## config.mk

```make
export PLATFORM = sky130hd
export DESIGN_NAME = plasma_texel_generator
export DESIGN_NICKNAME = d
export VERILOG_FILES = /design/src/hw/rtl/ptg_pkg.sv /design/src/hw/rtl/ptg_frame.sv /design/src/hw/rtl/ptg_displace.sv /design/src/hw/rtl/ptg_shade.sv /design/src/hw/rtl/plasma_texel_generator.sv
export VERILOG_INCLUDE_DIRS = /design/src /design/src/hw/rtl
export SDC_FILE = /design/constraint.sdc
export NUM_CORES = 1
export LEC_CHECK = 0
export ABC_AREA = 0
export ABC_CLOCK_PERIOD_IN_PS = 6800
export BUFFER_PORTS_ARGS = -buffer_cell sky130_fd_sc_hd__buf_2
export CAP_MARGIN = 15
export CORE_MARGIN = 2
export CORE_UTILIZATION = 44
export CTS_BUF_LIST = sky130_fd_sc_hd__clkbuf_8
export CTS_CLUSTER_DIAMETER = 60
export DETAILED_ROUTE_END_ITERATION = 8
export GPL_ROUTABILITY_DRIVEN = 0
export PLACE_DENSITY = 0.6
export SYNTH_ARGS = -nofsm -noshare
export SYNTH_HDL_FRONTEND = slang
export SYNTH_SLANG_ARGS = --single-unit
```

## constraint.sdc

```tcl
create_clock -name clk -period 6.8 [get_ports clk]
set_clock_uncertainty 0.15 [all_clocks]
set_input_delay 0.34 -clock clk [delete_from_list [all_inputs] [get_ports clk]]
set_output_delay 0.34 -clock clk [all_outputs]
set_load 0.01 [all_outputs]
```

## src/hw/rtl/plasma_texel_generator_defines.svh

```systemverilog
// Assertion macros shared by the plasma texel generator RTL.
`ifndef PLASMA_TEXEL_GENERATOR_DEFINES_SVH
`define PLASMA_TEXEL_GENERATOR_DEFINES_SVH

// A property that must hold at every clock edge outside reset.
`define PTG_ASSERT_HOLDS(label, clk, rst, prop) \
  label: assert property (@(posedge clk) disable iff (rst) (prop)) \
    else $error("%m: invariant violated");

// A condition that must be followed by a consequence in the next cycle.
`define PTG_ASSERT_NEXT(label, clk, rst, ante, cons) \
  label: assert property (@(posedge clk) disable iff (rst) (ante) |=> (cons)) \
    else $error("%m: next-cycle check violated");

`endif

```

## src/hw/rtl/ptg_pkg.sv

```systemverilog
// Types, constants and trigonometric tables for the plasma texel generator.
`default_nettype none

package ptg_pkg;

  localparam int ANGLE_W      = 9;
  localparam int TRIG_W       = 10;
  localparam int AMP_W        = 11;
  localparam int PROD_W       = 21;
  localparam int LOW_W        = 8;
  localparam int PIXEL_W      = 16;
  localparam int TEXEL_OFFSET = 30;
  localparam int AMP_RESET    = 256;
  localparam int QUARTER_N    = 65;

  localparam logic signed [TRIG_W-1:0] QUARTER_WAVE [0:QUARTER_N-1] = '{
    10'sd0,   10'sd6,   10'sd12,  10'sd18,  10'sd25,  10'sd31,  10'sd37,  10'sd43,
    10'sd49,  10'sd56,  10'sd62,  10'sd68,  10'sd74,  10'sd80,  10'sd86,  10'sd92,
    10'sd97,  10'sd103, 10'sd109, 10'sd115, 10'sd120, 10'sd126, 10'sd131, 10'sd136,
    10'sd142, 10'sd147, 10'sd152, 10'sd157, 10'sd162, 10'sd167, 10'sd171, 10'sd176,
    10'sd181, 10'sd185, 10'sd189, 10'sd193, 10'sd197, 10'sd201, 10'sd205, 10'sd209,
    10'sd212, 10'sd216, 10'sd219, 10'sd222, 10'sd225, 10'sd228, 10'sd231, 10'sd234,
    10'sd236, 10'sd238, 10'sd241, 10'sd243, 10'sd244, 10'sd246, 10'sd248, 10'sd249,
    10'sd251, 10'sd252, 10'sd253, 10'sd254, 10'sd254, 10'sd255, 10'sd255, 10'sd255,
    10'sd256
  };

  typedef struct packed {
    logic in_valid;
    logic load_s1;
    logic load_s2;
  } ptg_frame_ctl_t;

  typedef struct packed {
    logic load_s3;
    logic load_s4;
  } ptg_disp_ctl_t;

  typedef struct packed {
    logic valid_a;
    logic valid_b;
  } ptg_stage_sts_t;

  typedef struct packed {
    logic signed [AMP_W-1:0] amp_x;
    logic signed [AMP_W-1:0] amp_y;
    logic [ANGLE_W-1:0]      idx_sin;
    logic [ANGLE_W-1:0]      idx_cos;
    logic [LOW_W-1:0]        x_low;
    logic [LOW_W-1:0]        y_low;
  } ptg_disp_req_t;

  typedef struct packed {
    logic signed [PROD_W-1:0] prod_x;
    logic signed [PROD_W-1:0] prod_y;
    logic [LOW_W-1:0]         x_low;
    logic [LOW_W-1:0]         y_low;
  } ptg_shade_req_t;

  // Q8 sine of m*pi/128, built from the quarter wave.
  function automatic logic signed [TRIG_W-1:0] wave_at(input logic [ANGLE_W-1:0] m);
    logic [7:0] m8;
    logic [6:0] idx;
    logic       neg;
    m8 = m[7:0];
    priority if (m8 <= 8'd64) begin
      idx = m8[6:0];
      neg = 1'b0;
    end else if (m8 <= 8'd128) begin
      idx = 7'(8'd128 - m8);
      neg = 1'b0;
    end else if (m8 <= 8'd192) begin
      idx = 7'(m8 - 8'd128);
      neg = 1'b1;
    end else begin
      idx = 7'(9'd256 - {1'b0, m8});
      neg = 1'b1;
    end
    return neg ? -QUARTER_WAVE[idx] : QUARTER_WAVE[idx];
  endfunction

  function automatic logic signed [TRIG_W-1:0] sine_at(input logic [ANGLE_W-1:0] m);
    return wave_at(m);
  endfunction

  function automatic logic signed [TRIG_W-1:0] cosine_at(input logic [ANGLE_W-1:0] m);
    return wave_at(m + 9'd64);
  endfunction

endpackage

`default_nettype wire

```

## src/hw/rtl/ptg_frame.sv

```systemverilog
// Frame angle state, amplitude registers and displacement index stage.
`default_nettype none
`include "plasma_texel_generator_defines.svh"

module ptg_frame
  import ptg_pkg::*;
#(
  parameter int COORD_W = 6
) (
  input  wire logic                 clk,
  input  wire logic                 rst,
  input  wire ptg_frame_ctl_t       ctl,
  input  wire logic                 first_of_frame,
  input  wire logic [COORD_W-1:0]   tex_x,
  input  wire logic [COORD_W-1:0]   tex_y,
  output ptg_stage_sts_t            sts,
  output ptg_disp_req_t             req,
  output logic [2*COORD_W-1:0]      address
);

  localparam int XW = (COORD_W >= ANGLE_W) ? COORD_W + 1 : ANGLE_W + 1;

  logic                    accept;
  logic [ANGLE_W-1:0]      x_angle;
  logic [ANGLE_W-1:0]      y_angle;
  logic [ANGLE_W-1:0]      x_angle_next;
  logic [ANGLE_W-1:0]      y_angle_next;
  logic signed [AMP_W-1:0] x_amplitude;
  logic signed [AMP_W-1:0] y_amplitude;
  logic signed [AMP_W-1:0] amp_x_new;
  logic signed [AMP_W-1:0] amp_y_new;

  logic                    s1_valid;
  logic                    s1_first;
  logic [COORD_W-1:0]      s1_tex_x;
  logic [COORD_W-1:0]      s1_tex_y;
  logic [ANGLE_W-1:0]      s1_x_angle;
  logic [ANGLE_W-1:0]      s1_y_angle;

  logic [XW-1:0]           x_wide;
  logic [XW-1:0]           y_wide;
  logic [ANGLE_W-1:0]      x_off;
  logic [ANGLE_W-1:0]      y_off;
  logic [2*COORD_W-1:0]    spread;
  ptg_disp_req_t           req_next;

  logic                    s2_valid;

  assign accept       = ctl.in_valid && ctl.load_s1;
  assign x_angle_next = x_angle + 9'd1;
  assign y_angle_next = y_angle - 9'd1;

  always_ff @(posedge clk) begin
    if (rst) begin
      x_angle  <= '0;
      y_angle  <= '0;
      s1_valid <= 1'b0;
    end else begin
      if (accept && first_of_frame) begin
        x_angle <= x_angle_next;
        y_angle <= y_angle_next;
      end
      if (ctl.load_s1) begin
        s1_valid <= ctl.in_valid;
      end
    end
  end

  always_ff @(posedge clk) begin
    if (ctl.load_s1) begin
      s1_first   <= first_of_frame;
      s1_tex_x   <= tex_x;
      s1_tex_y   <= tex_y;
      s1_x_angle <= first_of_frame ? x_angle_next : x_angle;
      s1_y_angle <= first_of_frame ? y_angle_next : y_angle;
    end
  end

  assign amp_x_new = {cosine_at(s1_y_angle), 1'b0};
  assign amp_y_new = {sine_at(s1_x_angle), 1'b0};

  always_ff @(posedge clk) begin
    if (rst) begin
      x_amplitude <= AMP_W'(AMP_RESET);
      y_amplitude <= AMP_W'(AMP_RESET);
    end else if (s1_valid && ctl.load_s2 && s1_first) begin
      x_amplitude <= amp_x_new;
      y_amplitude <= amp_y_new;
    end
  end

  assign x_wide = XW'(s1_tex_x) + XW'(TEXEL_OFFSET);
  assign y_wide = XW'(s1_tex_y) + XW'(TEXEL_OFFSET);
  assign x_off  = x_wide[ANGLE_W-1:0];
  assign y_off  = y_wide[ANGLE_W-1:0];

  for (genvar b = 0; b < COORD_W; b++) begin : g_spread
    assign spread[2*b]   = s1_tex_y[b];
    assign spread[2*b+1] = s1_tex_x[b];
  end

  always_comb begin
    req_next.amp_x   = s1_first ? amp_x_new : x_amplitude;
    req_next.amp_y   = s1_first ? amp_y_new : y_amplitude;
    req_next.idx_sin = s1_x_angle + {y_off[ANGLE_W-2:0], 1'b0} + y_off;
    req_next.idx_cos = s1_y_angle + {x_off[ANGLE_W-3:0], 2'b00};
    req_next.x_low   = x_off[LOW_W-1:0];
    req_next.y_low   = y_off[LOW_W-1:0];
  end

  always_ff @(posedge clk) begin
    if (rst) begin
      s2_valid <= 1'b0;
    end else if (ctl.load_s2) begin
      s2_valid <= s1_valid;
    end
  end

  always_ff @(posedge clk) begin
    if (ctl.load_s2) begin
      req     <= req_next;
      address <= spread;
    end
  end

  assign sts.valid_a = s1_valid;
  assign sts.valid_b = s2_valid;

  `PTG_ASSERT_NEXT(a_x_angle_step, clk, rst, accept && first_of_frame, x_angle == $past(x_angle) + 9'd1)
  `PTG_ASSERT_NEXT(a_y_angle_hold, clk, rst, !(accept && first_of_frame), $stable(y_angle))
  `PTG_ASSERT_HOLDS(a_amp_range, clk, rst, x_amplitude >= -11'sd512 && x_amplitude <= 11'sd512)

endmodule

`default_nettype wire

```

## src/hw/rtl/ptg_displace.sv

```systemverilog
// Displacement table lookup and signed amplitude multiply stages.
`default_nettype none

module ptg_displace
  import ptg_pkg::*;
#(
  parameter int ADDR_W = 12
) (
  input  wire logic               clk,
  input  wire logic               rst,
  input  wire ptg_disp_ctl_t      ctl,
  input  wire logic               in_valid,
  input  wire ptg_disp_req_t      req,
  input  wire logic [ADDR_W-1:0]  address_in,
  output ptg_stage_sts_t          sts,
  output ptg_shade_req_t          shade,
  output logic [ADDR_W-1:0]       address_out
);

  logic                     s3_valid;
  logic signed [TRIG_W-1:0] s3_sin;
  logic signed [TRIG_W-1:0] s3_cos;
  logic signed [AMP_W-1:0]  s3_amp_x;
  logic signed [AMP_W-1:0]  s3_amp_y;
  logic [LOW_W-1:0]         s3_x_low;
  logic [LOW_W-1:0]         s3_y_low;
  logic [ADDR_W-1:0]        s3_address;
  logic                     s4_valid;

  always_ff @(posedge clk) begin
    if (rst) begin
      s3_valid <= 1'b0;
      s4_valid <= 1'b0;
    end else begin
      if (ctl.load_s3) begin
        s3_valid <= in_valid;
      end
      if (ctl.load_s4) begin
        s4_valid <= s3_valid;
      end
    end
  end

  always_ff @(posedge clk) begin
    if (ctl.load_s3) begin
      s3_sin     <= sine_at(req.idx_sin);
      s3_cos     <= cosine_at(req.idx_cos);
      s3_amp_x   <= req.amp_x;
      s3_amp_y   <= req.amp_y;
      s3_x_low   <= req.x_low;
      s3_y_low   <= req.y_low;
      s3_address <= address_in;
    end
  end

  always_ff @(posedge clk) begin
    if (ctl.load_s4) begin
      shade.prod_x <= PROD_W'(s3_sin) * PROD_W'(s3_amp_x);
      shade.prod_y <= PROD_W'(s3_cos) * PROD_W'(s3_amp_y);
      shade.x_low  <= s3_x_low;
      shade.y_low  <= s3_y_low;
      address_out  <= s3_address;
    end
  end

  assign sts.valid_a = s3_valid;
  assign sts.valid_b = s4_valid;

endmodule

`default_nettype wire

```

## src/hw/rtl/ptg_shade.sv

```systemverilog
// Scaling, folding and RGB565 packing into the output register.
`default_nettype none

module ptg_shade
  import ptg_pkg::*;
#(
  parameter int ADDR_W = 12
) (
  input  wire logic               clk,
  input  wire logic               rst,
  input  wire logic               load,
  input  wire logic               in_valid,
  input  wire ptg_shade_req_t     shade,
  input  wire logic [ADDR_W-1:0]  address_in,
  output logic                    out_valid,
  output logic [ADDR_W-1:0]       texel_address,
  output logic [PIXEL_W-1:0]      pixel_value
);

  logic [PROD_W-1:0] adj_x;
  logic [PROD_W-1:0] adj_y;
  logic [LOW_W-1:0]  sum;
  logic [6:0]        level;
  logic [3:0]        red_blue;
  logic [4:0]        green;

  // Adding 255 to a negative product before the shift truncates toward zero.
  assign adj_x = PROD_W'(shade.prod_x) + (shade.prod_x[PROD_W-1] ? PROD_W'(255) : '0);
  assign adj_y = PROD_W'(shade.prod_y) + (shade.prod_y[PROD_W-1] ? PROD_W'(255) : '0);

  assign sum      = shade.x_low + adj_x[15:8] + shade.y_low + adj_y[15:8];
  assign level    = sum[7] ? ~sum[6:0] : sum[6:0];
  assign red_blue = level[6:3];
  assign green    = level[6:2];

  always_ff @(posedge clk) begin
    if (rst) begin
      out_valid <= 1'b0;
    end else if (load) begin
      out_valid <= in_valid;
    end
  end

  always_ff @(posedge clk) begin
    if (load) begin
      texel_address <= address_in;
      pixel_value   <= {1'b0, red_blue, 1'b0, green, 1'b0, red_blue};
    end
  end

endmodule

`default_nettype wire

```

## src/hw/rtl/plasma_texel_generator.sv

```systemverilog
// Top level of the plasma texel generator: pipeline control and stage wiring.
//
// The request channel (req_valid, req_stall) carries one word per texel:
// first_of_frame, tex_x and tex_y. Setting first_of_frame advances the frame
// angles and reloads the amplitudes before that texel is shaded.
// The pixel channel (pix_valid, pix_stall) returns one word per request, in
// order: the twiddled texel_address and a gray RGB565 pixel_value.
// A word is moved at a rising edge where valid is high and stall is low.
// A word passes five registers: frame stage, index stage, table lookup, multiply
// and the shading output register, which drives pix_valid.
// Throughput is one texel per cycle while pix_stall is low; every stage holds one word.
// When the receiver stalls, the output register holds its word and the
// stages behind it keep filling empty slots, so req_stall rises only once
// the whole pipeline is full. Releasing pix_stall frees every stage at once.
// Reset clears all valid bits, sets both angles to zero and both amplitudes
// to 256. The sine and cosine tables are constant logic.
`default_nettype none
`include "plasma_texel_generator_defines.svh"

module plasma_texel_generator
  import ptg_pkg::*;
#(
  parameter int TEX_SIZE = 64
) (
  input  wire logic                             clk,
  input  wire logic                             rst,
  input  wire logic                             req_valid,
  output logic                                  req_stall,
  input  wire logic                             first_of_frame,
  input  wire logic [$clog2(TEX_SIZE)-1:0]      tex_x,
  input  wire logic [$clog2(TEX_SIZE)-1:0]      tex_y,
  output logic                                  pix_valid,
  input  wire logic                             pix_stall,
  output logic [2*$clog2(TEX_SIZE)-1:0]         texel_address,
  output logic [PIXEL_W-1:0]                    pixel_value
);

  localparam int COORD_W = $clog2(TEX_SIZE);
  localparam int ADDR_W  = 2 * COORD_W;

  ptg_frame_ctl_t    frame_ctl;
  ptg_disp_ctl_t     disp_ctl;
  ptg_stage_sts_t    frame_sts;
  ptg_stage_sts_t    disp_sts;
  ptg_disp_req_t     disp_req;
  ptg_shade_req_t    shade_req;
  logic [ADDR_W-1:0] addr_s2;
  logic [ADDR_W-1:0] addr_s4;

  logic ready_out;
  logic ready_s4;
  logic ready_s3;
  logic ready_s2;
  logic ready_s1;

  assign ready_out = !pix_valid || !pix_stall;
  assign ready_s4  = !disp_sts.valid_b || ready_out;
  assign ready_s3  = !disp_sts.valid_a || ready_s4;
  assign ready_s2  = !frame_sts.valid_b || ready_s3;
  assign ready_s1  = !frame_sts.valid_a || ready_s2;
  assign req_stall = !ready_s1;

  assign frame_ctl.in_valid = req_valid;
  assign frame_ctl.load_s1  = ready_s1;
  assign frame_ctl.load_s2  = ready_s2;
  assign disp_ctl.load_s3   = ready_s3;
  assign disp_ctl.load_s4   = ready_s4;

  ptg_frame #(
    .COORD_W (COORD_W)
  ) u_frame (
    .clk            (clk),
    .rst            (rst),
    .ctl            (frame_ctl),
    .first_of_frame (first_of_frame),
    .tex_x          (tex_x),
    .tex_y          (tex_y),
    .sts            (frame_sts),
    .req            (disp_req),
    .address        (addr_s2)
  );

  ptg_displace #(
    .ADDR_W (ADDR_W)
  ) u_displace (
    .clk         (clk),
    .rst         (rst),
    .ctl         (disp_ctl),
    .in_valid    (frame_sts.valid_b),
    .req         (disp_req),
    .address_in  (addr_s2),
    .sts         (disp_sts),
    .shade       (shade_req),
    .address_out (addr_s4)
  );

  ptg_shade #(
    .ADDR_W (ADDR_W)
  ) u_shade (
    .clk           (clk),
    .rst           (rst),
    .load          (ready_out),
    .in_valid      (disp_sts.valid_b),
    .shade         (shade_req),
    .address_in    (addr_s4),
    .out_valid     (pix_valid),
    .texel_address (texel_address),
    .pixel_value   (pixel_value)
  );

  `PTG_ASSERT_HOLDS(a_no_stall_when_drained, clk, rst, !pix_stall |-> !req_stall)

endmodule

`default_nettype wire
```

==> summary.md <==
| Metric | Value |
|---|---|
| Share of cells above drive strength 1 | `0.0818` |
| Die height | `approximately 240 µm` |
| Core Area | `0.0537 mm²` |
| Multi-input gate area | `about 0.014 mm²` |
| Tmin final | `5910 ps` |
| Commonest cells in the netlist | `inv_1, edfxtp_1, fa_1` |
| CTS Buf Count | `between 40 and 50` |
| Top cells by area, synth | `edfxtp_1, fa_1, ha_1, inv_1, xnor2_1` |
| CTS Buffer Depth | `3` |
| Post-CTS Setup Bufs | `0` |
| Pre-antenna DRT Iters | `5` |
| CP cell instances | `ha_1 -> a31o_2 -> a21o_1 -> a21o_1 -> a21o_1 -> a21o_1 -> a21oi_1 -> nor2b_1 -> xnor2_1 -> fa_1 -> fa_1 -> nor2b_1 -> and2_1 -> fa_1 -> a21o_1 -> a21oi_1 -> o21bai_1 -> a21oi_1 -> xnor2_1 -> xnor2_1 -> xnor2_1 -> xnor2_1` |
| Seq/Total Area, Yosys | `0.319` |
| Design area | `0.0256 mm²` |
| Worst reg2reg path depth | `22` |
| Number of global-route vias before repair | `approximately 16k` |
| Post-Route WL | `about 52000 µm` |
| CP Data Arrival Time | `around 6000 ps` |
| WP buf/inv | `0` |
| Initial antenna violation count | `0` |
| Critical path type | `flip-flop to flip-flop` |
| Reg-to-Reg Start | `u_displace.shade[36]$_DFFE_PP_` |
| Most frequent cell after synthesis | `inv_1` |
| Final ANT Viol Nets | `0` |
| Reg2Reg Setup Slack | `890 ps` |
| Tcrit/Tclk final | `0.869` |
| Critical path launch point type | `flip-flop` |
| DRT iter0 DRCs | `approximately 1.4k` |
| Max incr delay on CP | `roughly 540 ps` |
| First-pass GRT wire length | `85100 µm` |
| Placed Area | `between 0.02 and 0.025 mm²` |
| Vias/cell | `approximately 5.4` |
| Flip-flop and latch area | `0.00761 mm²` |
| Worst setup margin | `894 ps` |
| Fillers | `4899` |
| Async set or reset register ratio after synthesis | `0` |
| Per-cell routed wire length | `approximately 17 µm` |
| Crit path capture type | `flip-flop` |
| Sum of negative setup slack | `0 ps` |
| Highest-delay cell along the critical path | `fa_1` |
| Clock sink count | `267` |
| RSZ-0062 raised after global routing | `false` |
| IO Pins | `47` |
| Setup violators final | `0` |
| Die area | `0.0560 mm²` |
| Mean post-synth cell area | `10.0 µm²` |
| Clock Root Buffer | `clkbuf_8` |
| CP Max Fanout | `7` |
| Post-synth top flop | `edfxtp_1` |
| Pin slew with the least headroom to its limit | `1030 ps` |
| Clk pin slew, worst setup/hold paths | `60 ps` |
| Netlist area before placement | `approximately 0.024 mm²` |
| Die X | `237 µm` |
| Hold Startpoint | `rst` |
| P&R area growth vs syn | `7.53%` |
| Final HPWL from detailed placement | `39500 µm` |
| Hold path depth | `2` |
| Post-synthesis cell type count | `about 100` |
| # rows | `between 80 and 90` |
| GRT Residual Overflow | `0` |
| Count of final max-slew check failures | `0` |
| Clock Latency Late Sink | `620 ps` |
| Outcome | `finished clean` |
| Max Cap Viol | `0` |
| Initial Util | `0.443` |
| Max frequency | `about 170 MHz` |
| Hold WC Path Type | `input pin to flip-flop` |
| # diodes | `0` |
| Share of the synthesized area in the top cell type | `0.285` |
| Pre-CTS worst setup slack | `892 ps` |
| Data required, critical path | `between 6000 and 7000 ps` |
| Crit Reg-Reg Endpoint | `u_shade.pixel_value[11]$_DFFE_PP_` |
| Yosys warning count | `0` |
| Nets | `about 2.8k` |
| Post-cts resize count | `0` |
| Post-synth EDFFs | `226` |
| Slew Limit Headroom | `0.311` |
| #FFs+latches synth | `267` |
| CP top delay family | `compound AO/OA/AOI/OAI gates` |
| Gr usage total | `0.187` |
| Synth area leader | `edfxtp_1` |
| Cells after Synth | `2374` |
| Total number of vias | `approximately 17k` |
| CTS tree | `built` |
| CTS Hold Buffers Added | `15` |
| IO Port Bufs | `43` |
| Worst hold endpoint | `u_frame.x_angle[2]$_SDFFE_PP0P_` |
| Largest net degree at the start of global routing | `65` |
| H-tree depth | `2` |
| DRC viols | `0` |
| Hold Fails Final Rpt | `0` |
==> worst max path at each step <==
stage / from / end / slack [ps] / depth (start not counted)
after global placement: u_displace.shade[36]$_DFFE_PP_ / u_shade.pixel_value[11]$_DFFE_PP_ / 1000 / 22
final: u_displace.shade[36]$_DFFE_PP_ / u_shade.pixel_value[11]$_DFFE_PP_ / 890 / 22
after global routing: u_displace.shade[36]$_DFFE_PP_ / u_shade.pixel_value[11]$_DFFE_PP_ / 440 / 22
after CTS: u_displace.shade[36]$_DFFE_PP_ / u_shade.pixel_value[11]$_DFFE_PP_ / 880 / 22
after floorplan: u_displace.shade[36]$_DFFE_PP_ / u_shade.pixel_value[11]$_DFFE_PP_ / 1300 / 22
after detailed placement: u_displace.shade[36]$_DFFE_PP_ / u_shade.pixel_value[11]$_DFFE_PP_ / 890 / 22
==> flip-flops by register name (all words and copies together) (netlist names), 10 cells and up <==
register,cells
u_shade.texel_address,12
u_frame.address,12
u_displace.s3_sin,10
u_frame.x_amplitude,10
u_frame.req,48
u_displace.s3_amp_y,10
u_frame.y_amplitude,10
u_displace.shade,44
u_displace.address_out,12
u_displace.s3_cos,10
u_displace.s3_address,11
u_displace.s3_amp_x,10
==> cells in the final DEF (no fill, tap or decap), types with 11 or more instances in the layout <==
master / instances
dlygate4sd3_1: 15
edfxtp_1: 226
mux2i_1: 23
a211oi_1: 25
nor2b_1: 16
a31oi_1: 27
fa_1: 203
nor2_1: 136
dfxtp_1: 41
nor3_1: 44
and3_1: 17
o31ai_1: 11
ha_1: 186
or3_1: 11
buf_4: 15
buf_2: 43
inv_1: 338
and2_1: 91
mux2_2: 14
clkinv_1: 11
o21bai_1: 13
clkbuf_8: 52
nand2_1: 194
xor2_1: 46
a21o_1: 25
o21ai_0: 77
nand2b_1: 19
nand3_1: 34
xnor2_1: 116
nand4_1: 14
a21oi_1: 105
==> through the flow <==
stage	cells	utilization	hold WS, ps
floorplan	2376	-	250
global placement	3017	0.456	253
global route	3118	0.477	152
finish	3118	0.477	141
CTS	3118	0.477	95.5
detailed placement	3017	0.456	255
==> cell families after synthesis <==
kind of cell             Yosys count  synth area share
adder cells (fa/ha/maj)          389             0.268
other                              1          0.000157
AND/OR/NAND/NOR                  646             0.136
AO/OA/AOI/OAI                    418             0.119
XOR/XNOR                         166            0.0626
flip-flops                       267             0.319
buffers and inverters            447            0.0750
multiplexers                      40            0.0191
==> worst reg2reg max path, cell delays in order (launching register included) <==
cell	delay, ps
edfxtp_1	500
ha_1	320
a31o_2	240
a21o_1	170
a21o_1	160
a21o_1	170
a21o_1	180
a21oi_1	210
nor2b_1	90
xnor2_1	180
fa_1	460
fa_1	540
nor2b_1	60
and2_1	150
fa_1	410
a21o_1	170
a21oi_1	240
o21bai_1	100
a21oi_1	200
xnor2_1	150
xnor2_1	110
xnor2_1	530
xnor2_1	160
==> layout make-up <==
class	count	area share
multi-input cells	1662	0.564
flip-flops and latches	267	0.297
inverters	334	0.0490
well taps	696	0.0340
clock buffers	52	0.0280
repair buffers	73	0.0187
clock inverters	34	0.00977
==> per-layer routing <==
| metal | part of all wire | routed length, µm | vias to the layer above | GRT usage |
|---|---|---|---|---|
| met5 | 0 | 0 | - | 0 |
| met4 | 0.022 | 1140 | 0 | 0.0501 |
| met3 | 0.049 | 2560 | 86 | 0.0298 |
| met2 | 0.46 | 23800 | 481 | 0.299 |
| met1 | 0.47 | 24500 | 8126 | 0.264 |
| li1 | - | - | 8110 | - |
Power is not shown: default switching activity piles up to over one toggle a cycle in this logic, so the estimate is an artifact.
